### config.mk
export PLATFORM = sky130hd
export DESIGN_NAME = yuyv_to_rgb888_converter_top
export DESIGN_NICKNAME = d
export VERILOG_FILES = /design/src/rtl/yuv2rgb_pkg.sv /design/src/rtl/yuv2rgb_chroma.sv /design/src/rtl/yuv2rgb_pixel.sv /design/src/rtl/yuyv_to_rgb888_converter_top.sv
export SDC_FILE = /design/constraint.sdc
export NUM_CORES = 1
export LEC_CHECK = 0
export BUFFER_PORTS_ARGS = -buffer_cell sky130_fd_sc_hd__buf_2
export CORE_AREA = 10 10 145 174
export DETAILED_ROUTE_END_ITERATION = 8
export DIE_AREA = 0 0 155 184
export PLACE_DENSITY = 0.89
export SLEW_MARGIN = 10
export SYNTH_ARGS = -nofsm -noshare
export SYNTH_HDL_FRONTEND = slang
export SYNTH_HIERARCHICAL = 1
export SYNTH_SLANG_ARGS = --single-unit
### constraint.sdc
create_clock -name clk -period 8.7 [get_ports clk]
set_clock_uncertainty 0.1 [all_clocks]
set_input_delay 0.435 -clock clk [delete_from_list [all_inputs] [get_ports clk]]
set_output_delay 0.435 -clock clk [all_outputs]
set_load 0.005 [all_outputs]
### src/rtl/yuv2rgb_pkg.sv
// ----------------------------------------------------------------------------
// yuv2rgb_pkg
// shared constants and coefficient helper for the yuyv to rgb888 converter
// ----------------------------------------------------------------------------
package yuv2rgb_pkg;

	// default number of fraction bits in the chroma coefficients
	localparam int COEF_FRAC_BITS_DEF = 14;

	// coefficients in millionths
	localparam int unsigned MICRO_R_V = 1370705;
	localparam int unsigned MICRO_G_U = 698001;
	localparam int unsigned MICRO_G_V = 703125;
	localparam int unsigned MICRO_B_U = 1732446;

	localparam longint unsigned MICRO_ONE  = 1000000;
	localparam longint unsigned MICRO_HALF = 500000;

	// saturated channel ceiling
	localparam logic [7:0] CHANNEL_MAX = 8'hFF;

	// unsigned fixed-point coefficient, rounded to nearest
	function automatic longint unsigned coef_q(input int unsigned micro, input int frac);
		longint unsigned scaled;
		scaled = longint'(micro) << frac;
		return (scaled + MICRO_HALF) / MICRO_ONE;
	endfunction

endpackage

### src/rtl/yuv2rgb_chroma.sv
// ----------------------------------------------------------------------------
// yuv2rgb_chroma
// constant-coefficient chroma products shared by both pixels of a pair
// ----------------------------------------------------------------------------
module yuv2rgb_chroma #(
	parameter int COEF_FRAC_BITS = yuv2rgb_pkg::COEF_FRAC_BITS_DEF
) (
	input  logic [7:0]                       chroma_blue,
	input  logic [7:0]                       chroma_red,
	output logic signed [COEF_FRAC_BITS+9:0] term_r,
	output logic signed [COEF_FRAC_BITS+9:0] term_b,
	output logic signed [COEF_FRAC_BITS+10:0] term_g
);
	localparam int CW = COEF_FRAC_BITS + 2;
	localparam int PW = COEF_FRAC_BITS + 10;

	localparam logic signed [CW-1:0] C_RV =
		CW'(yuv2rgb_pkg::coef_q(yuv2rgb_pkg::MICRO_R_V, COEF_FRAC_BITS));
	localparam logic signed [CW-1:0] C_GU =
		CW'(yuv2rgb_pkg::coef_q(yuv2rgb_pkg::MICRO_G_U, COEF_FRAC_BITS));
	localparam logic signed [CW-1:0] C_GV =
		CW'(yuv2rgb_pkg::coef_q(yuv2rgb_pkg::MICRO_G_V, COEF_FRAC_BITS));
	localparam logic signed [CW-1:0] C_BU =
		CW'(yuv2rgb_pkg::coef_q(yuv2rgb_pkg::MICRO_B_U, COEF_FRAC_BITS));

	logic signed [7:0]    du;
	logic signed [7:0]    dv;
	logic signed [PW-1:0] prod_gu;
	logic signed [PW-1:0] prod_gv;

	// remove the 128 offset: flipping the top bit gives the two's complement value
	assign du = signed'({~chroma_blue[7], chroma_blue[6:0]});
	assign dv = signed'({~chroma_red[7], chroma_red[6:0]});

	assign term_r  = PW'(C_RV * dv);
	assign term_b  = PW'(C_BU * du);
	assign prod_gu = PW'(C_GU * du);
	assign prod_gv = PW'(C_GV * dv);
	assign term_g  = (PW+1)'(prod_gu) + (PW+1)'(prod_gv);

endmodule

### src/rtl/yuv2rgb_pixel.sv
// ----------------------------------------------------------------------------
// yuv2rgb_pixel
// adds luma to the chroma terms and saturates the three channels of one pixel
// ----------------------------------------------------------------------------
module yuv2rgb_pixel #(
	parameter int COEF_FRAC_BITS = yuv2rgb_pkg::COEF_FRAC_BITS_DEF
) (
	input  logic [7:0]                        luma,
	input  logic signed [COEF_FRAC_BITS+9:0]  term_r,
	input  logic signed [COEF_FRAC_BITS+9:0]  term_b,
	input  logic signed [COEF_FRAC_BITS+10:0] term_g,
	output logic [7:0]                        red,
	output logic [7:0]                        green,
	output logic [7:0]                        blue
);
	localparam int F  = COEF_FRAC_BITS;
	localparam int SW = COEF_FRAC_BITS + 11;

	logic signed [SW-1:0] base;
	logic signed [SW-1:0] sum_r;
	logic signed [SW-1:0] sum_g;
	logic signed [SW-1:0] sum_b;

	// negative clips to zero, integer part above 255 clips to 255
	function automatic logic [7:0] saturate(input logic signed [SW-1:0] sum);
		logic [7:0] res;
		if (sum[SW-1]) begin
			res = '0;
		end else if (|sum[SW-2:F+8]) begin
			res = yuv2rgb_pkg::CHANNEL_MAX;
		end else begin
			res = sum[F+7:F];
		end
		return res;
	endfunction

	assign base  = signed'({3'b000, luma, {F{1'b0}}});
	assign sum_r = base + SW'(term_r);
	assign sum_g = base - SW'(term_g);
	assign sum_b = base + SW'(term_b);

	assign red   = saturate(sum_r);
	assign green = saturate(sum_g);
	assign blue  = saturate(sum_b);

endmodule

### src/rtl/yuyv_to_rgb888_converter_top.sv
// ----------------------------------------------------------------------------
// yuyv_to_rgb888_converter_top
// one yuyv macropixel in, two rgb888 pixels out, one item per clock
// ----------------------------------------------------------------------------
// usage
//  - input channel: drive luma_first, chroma_blue, luma_second, chroma_red and
//    raise start; the item is taken at the clock edge where start is high and
//    busy is low. busy is held low, so an item can be given every cycle
//  - result channel: done is high for exactly one cycle with the six channel
//    bytes alongside; the receiver must take them in that cycle
//  - path: an accepted item passes through the input register and then the
//    result register before done goes high
//  - throughput: one item per clock, set by the single pass from the input
//    register through the chroma products, the luma adders and the clamps
//  - each channel is Y plus (for green, minus) constant chroma products in signed
//    fixed point with COEF_FRAC_BITS fraction bits, truncated and clamped to 0..255
//  - reset (arst_n low) clears the valid flags; no result is pending after it
//  - the receiver cannot stall, so no backpressure path exists
// ----------------------------------------------------------------------------
module yuyv_to_rgb888_converter_top #(
	parameter int COEF_FRAC_BITS = yuv2rgb_pkg::COEF_FRAC_BITS_DEF
) (
	input  logic       clk,
	input  logic       arst_n,
	input  logic       start,
	output logic       busy,
	input  logic [7:0] luma_first,
	input  logic [7:0] chroma_blue,
	input  logic [7:0] luma_second,
	input  logic [7:0] chroma_red,
	output logic       done,
	output logic [7:0] red_first,
	output logic [7:0] green_first,
	output logic [7:0] blue_first,
	output logic [7:0] red_second,
	output logic [7:0] green_second,
	output logic [7:0] blue_second
);
	// input register stage
	logic       valid_s1;
	logic [7:0] luma_first_s1;
	logic [7:0] chroma_blue_s1;
	logic [7:0] luma_second_s1;
	logic [7:0] chroma_red_s1;

	// shared chroma terms
	logic signed [COEF_FRAC_BITS+9:0]  term_r;
	logic signed [COEF_FRAC_BITS+9:0]  term_b;
	logic signed [COEF_FRAC_BITS+10:0] term_g;

	// combinational pixel results
	logic [7:0] red_a, green_a, blue_a;
	logic [7:0] red_b, green_b, blue_b;

	// result register stage
	logic       valid_s2;
	logic [7:0] red_first_s2, green_first_s2, blue_first_s2;
	logic [7:0] red_second_s2, green_second_s2, blue_second_s2;

	// never stalls: a new item every cycle
	assign busy = 1'b0;

	always_ff @(posedge clk or negedge arst_n) begin
		if (!arst_n) begin
			valid_s1 <= 1'b0;
		end else begin
			valid_s1 <= start;
		end
	end

	// payload captured on every accepted item
	always_ff @(posedge clk) begin
		if (start) begin
			luma_first_s1  <= luma_first;
			chroma_blue_s1 <= chroma_blue;
			luma_second_s1 <= luma_second;
			chroma_red_s1  <= chroma_red;
		end
	end

	// chroma products computed once and shared by both pixels
	yuv2rgb_chroma #(
		.COEF_FRAC_BITS(COEF_FRAC_BITS)
	) u_chroma (
		.chroma_blue(chroma_blue_s1),
		.chroma_red (chroma_red_s1),
		.term_r     (term_r),
		.term_b     (term_b),
		.term_g     (term_g)
	);

	// first pixel of the pair
	yuv2rgb_pixel #(
		.COEF_FRAC_BITS(COEF_FRAC_BITS)
	) u_pixel_first (
		.luma  (luma_first_s1),
		.term_r(term_r),
		.term_b(term_b),
		.term_g(term_g),
		.red   (red_a),
		.green (green_a),
		.blue  (blue_a)
	);

	// second pixel of the pair
	yuv2rgb_pixel #(
		.COEF_FRAC_BITS(COEF_FRAC_BITS)
	) u_pixel_second (
		.luma  (luma_second_s1),
		.term_r(term_r),
		.term_b(term_b),
		.term_g(term_g),
		.red   (red_b),
		.green (green_b),
		.blue  (blue_b)
	);

	always_ff @(posedge clk or negedge arst_n) begin
		if (!arst_n) begin
			valid_s2 <= 1'b0;
		end else begin
			valid_s2 <= valid_s1;
		end
	end

	// result register, loaded when the input stage holds an item
	always_ff @(posedge clk) begin
		if (valid_s1) begin
			red_first_s2    <= red_a;
			green_first_s2  <= green_a;
			blue_first_s2   <= blue_a;
			red_second_s2   <= red_b;
			green_second_s2 <= green_b;
			blue_second_s2  <= blue_b;
		end
	end

	// result ports, valid for the one cycle that done marks
	assign done         = valid_s2;
	assign red_first    = red_first_s2;
	assign green_first  = green_first_s2;
	assign blue_first   = blue_first_s2;
	assign red_second   = red_second_s2;
	assign green_second = green_second_s2;
	assign blue_second  = blue_second_s2;

endmodule
# Yosys cells after proc, flatten, opt, wreduce, memory -nomap -nowiden
# Cells that the tools add are included.
# classes
multipliers	4
magnitude_cmp	0
reduce_logical	6
shifts	0
eq_ne	0
add_sub_neg	7
muxes	6
n_div	0
bitwise_logic	2
# ops
operator	n
adder 23 x 24 -> 25 bit	4
subtractor 23 x 25 -> 25 bit	2
two-way mux 8 bit	6
adder 23 x 23 -> 24 bit	1
multiplier 15 x 8 -> 23 bit, first input constant	1
multiplier 13 x 8 -> 21 bit, first input constant	1
multiplier 11 x 8 -> 19 bit, first input constant	1
multiplier 7 x 8 -> 15 bit, first input constant	1
OR reduction 2 bit	6
NOT 1 bit	2
# word_totals
input_bits	35
n_memories	0
latchBits	0
reg_bits	82
wordCells	37
romBits	0
ramBits	0
output_inout_bits	50

# Depth between registers and ports, before layout
# logic_depth
ltp_word	6
depth_mapped	31
ltp_nobuf	29

# By module
# The synthesis kept the hierarchy.
# modules_own_cells
mod	area_each_um2	cells_per_inst	seq_area_each_um2	n_inst
yuv2rgb_chroma	7419.6	859	0.0	1
yuyv_to_rgb888_converter_top	2463.6	84	2452.4	1
yuv2rgb_pixel at u_pixel_first	1542.7	203	0.0	1
yuv2rgb_pixel at u_pixel_second	1452.6	193	0.0	1

# Least setup slack after synthesis
# OpenSTA, ideal clock, no wires.
# synth_timing
path_type	reg2reg
start	register chroma_blue_s1[5]
end	register green_second_s2[7], in the netlist green_second[7] (data pin)
path_buffers	1
t_arrival_ns	6.675
t_required_ns	8.442
period_less_slack_ns	6.933
path_slack_ns	1.767
setup_ns	0.158
stages_incl_launch_ff	30
cell_sequence	edfxtp_1 -> inv_1 -> ha_1 -> ha_1 -> inv_1 -> fa_1 -> fa_1 -> inv_1 -> ha_1 -> a211oi_1 -> o21ai_1 -> a211oi_2 -> nor2_1 -> a2111oi_0 -> nor3_1 -> ha_1 -> a21oi_1 -> o21a_1 -> o21ai_0 -> a21oi_1 -> xnor2_1 -> inv_1 -> ha_1 -> o21ai_0 -> a21oi_1 -> o31ai_2 -> o32ai_2 -> or3b_2 -> buf_2 -> o211ai_1
# synth_via
elab_chain_len	5
# synth_lines
item	line	text
from (decl)	yuyv_to_rgb888_converter_top.sv:42	logic [7:0] chroma_blue_s1;
from (signal assigned)	yuyv_to_rgb888_converter_top.sv:75	chroma_blue_s1 <= chroma_blue;
multiplier 13 x 8 -> 21 bit *	yuv2rgb_chroma.sv:37	assign prod_gu = PW'(C_GU * du);
adder 23 x 23 -> 24 bit *	yuv2rgb_chroma.sv:39	assign term_g = (PW+1)'(prod_gu) + (PW+1)'(prod_gv);
net term_g[19]	yuyv_to_rgb888_converter_top.sv:49	logic signed [COEF_FRAC_BITS+10:0] term_g;
subtractor 23 x 25 -> 25 bit *	yuv2rgb_pixel.sv:39	assign sum_g = base - SW'(term_g);
OR reduction 2 bit	yuv2rgb_pixel.sv:29	end else if (|sum[SW-2:F+8]) begin
two-way mux 8 bit	yuv2rgb_pixel.sv:29	
to (signal assigned)	yuyv_to_rgb888_converter_top.sv:133	green_second_s2 <= green_b;
to (decl)	yuyv_to_rgb888_converter_top.sv:58	logic [7:0] red_second_s2, green_second_s2, blue_second_s2;
# Mark *: on every way through the listed nets, which the timed path passes. The rest lies on a longest branch.
# A chain may end at the register's enable or synchronous reset.

# Final worst setup path
# layout_timing
start	register chroma_blue_s1[5]
end	register green_second_s2[4], in the netlist green_second[4] (data pin)
# The elaborated chain is that of the path after synthesis.

==> results.yml <==
layout:
  n_fill_cell: 1716
  stdcell_count: 1668
  regArea_mm2: 0.00245
  drive_above_1_share: 0.110
  fin_nets: 1751
  antennaDiodeCount: 0
  area_growth_pct: 7.71
  final_area_mm2: 0.0136
  multi_input_area_mm2: 0.00933
placed_design:
  place_inst: 1651
  place_area_mm2: 0.0133
  port_buffers: 83
  gp_congestion: 0.930
  dpl.hpwl_mm: 25.3
die:
  start_util: 0.586
  dieArea_mm2: 0.0285
  rows: 59
  die_y_um: 184
  num_io_pins: 85
  coreArea_mm2: 0.0216
  die_w_um: 155
worst_hold_path:
  hold_class: "input pin to register"
routing:
  firstDrtPassIters: 5
  dr_total_vias: 10160
  wl_per_cell_um: 18.4
  viasPerCell: 6.09
  wl_mm: 30.6
  drc_errors: 0
  ant_nets: 0
  drt_iter0_markers: 588
sta:
  fmax_ghz: 0.128
  rsz0062_at_grt: "false"
  setup_viol: 0
  fin_crit_sh: 0.898
  worst_pin_slew_ps: 1230
  finalHoldViolCount: 0
  slew_violations: 0
  min_period_ps: 7820
  maxSlewHeadroom: 0.172
  final.setup.tns_ps: 0
clock_tree:
  ctsResizeCount: 0
  cts_buffers: 9
  cts_buffer_depth: 2
  clock_sinks: 82
  clk_pin_slew_ps: 80
  h-tree-depth: 3
  cts_root_buf: "clkbuf_16"
  post_cts_buffers: 0
  cts_tree: "yes"
  clkLatencyLatePin_ps: 350
critical_path:
  start_kind: "register"
  cpMostUsedCell: "ha_1"
  worst-setup-path-type: "register to register"
  crit_path_max_fanout: 9
  required_ps: 8670
  cp.arrival_ps: 7790
  cp-end-kind: "register"
  cpPeakStageDelay_ps: 580
  cp_slowest_cell: "edfxtp_1"
yosys:
  syn_area_per_cell_um2: 9.68
  ys_warn_count: 6
  synth_cells: 1309
  syn_area_mm2: 0.0127
global_routing:
  grt_pass1_wl_mm: 50.7
  grt_pass1_vias: 10648
  grt-ovfl-total: 0
  grt_max_degree: 50
  grt_use_total: 0.214
  antenna_found_initial: 0
status:
  status: "completed"
run:
  max_cap_viol_count: 0
==> cell usage in the layout (no fill, tap or decap), drive strengths merged, types with 6 or more instances in the layout <==
cell type,n
ha,228
inv,218
fa,99
buf,83
edfxtp,80
a21oi,79
nor2,74
o21ai,64
xnor2,55
nand2,46
a21o,43
o211ai,32
a211oi,25
xor2,21
o21a,21
nor3,17
nand2b,14
nand3,14
o21bai,12
o31ai,11
nor2b,10
clkbuf,9
nor4,9
and3,8
o22ai,8
or2,7
and2,6
nand4,6
o31a,6
a21boi,6
o311ai,6
==> metal layers <==
layer | routed length, µm | vias to the layer above | track usage | share of wire
li1 | - | 4791 | - | -
met1 | 12200 | 4943 | 0.243 | 0.40
met2 | 15800 | 348 | 0.387 | 0.51
met3 | 1390 | 78 | 0.0297 | 0.046
met4 | 1250 | 0 | 0.0972 | 0.041
met5 | 0 | - | 0 | 0
==> cell type report <==
cell class                 instances  share of cell area
sequential                        82               0.180
tap                              274              0.0251
multi-input combinational        998               0.683
inverter                         214              0.0589
clock buffer                       9              0.0165
clock inverter                     7             0.00523
timing repair buffer              84              0.0312
==> flip-flops by register name, summed over array words and instances (netlist names) <==
signal,count
blue_first,8
blue_second,8
chroma_blue_s1,8
chroma_red_s1,8
green_first,8
green_second,8
luma_first_s1,8
luma_second_s1,8
red_first,8
red_second,8
done,1
valid_s1,1
==> final timing paths <==
kind | startpoint | endpoint | slack (ps) | depth (start not counted)
setup / recovery | chroma_blue_s1[5] | green_second[4] | 880 | 28
hold / removal | luma_first[3] | luma_first_s1[3] | 150 | 1
setup reg to reg | chroma_blue_s1[5] | green_second[4] | 880 | 28
hold reg to reg | luma_second_s1[0] | blue_second[0] | 790 | 2
max in group asynchronous | arst_n | valid_s1 | 8110 | 2
min in group asynchronous | arst_n | valid_s1 | 290 | 2
==> metrics by stage <==
step,util,hold WS (ps),worst slack (ps)
after global placement,0.617,123,1250
after floorplan,-,39.4,1770
after global routing,0.631,143,383
final,0.631,149,884
after detailed placement,0.617,126,1070
after CTS,0.631,138,988
==> critical path, delay by kind of cell, from the launching register on <==
| family | cells | cell delay (ps) |
|---|---|---|
| fa+ha+maj | 7 | 2890 |
| compound gates | 12 | 2580 |
| simple gates | 4 | 800 |
| flops | 1 | 580 |
| buf+inv | 4 | 400 |
| xor+xnor | 1 | 190 |
==> what timing repair did <==
item,in CTS,in global routing
hold buffers,1,0
endpoints found under the hold margin,2,0
setup endpoints to repair,0,0
Power is left out: the tool's default activity adds up to more than one toggle a clock period on the data nets, which glitch-free logic cannot reach.
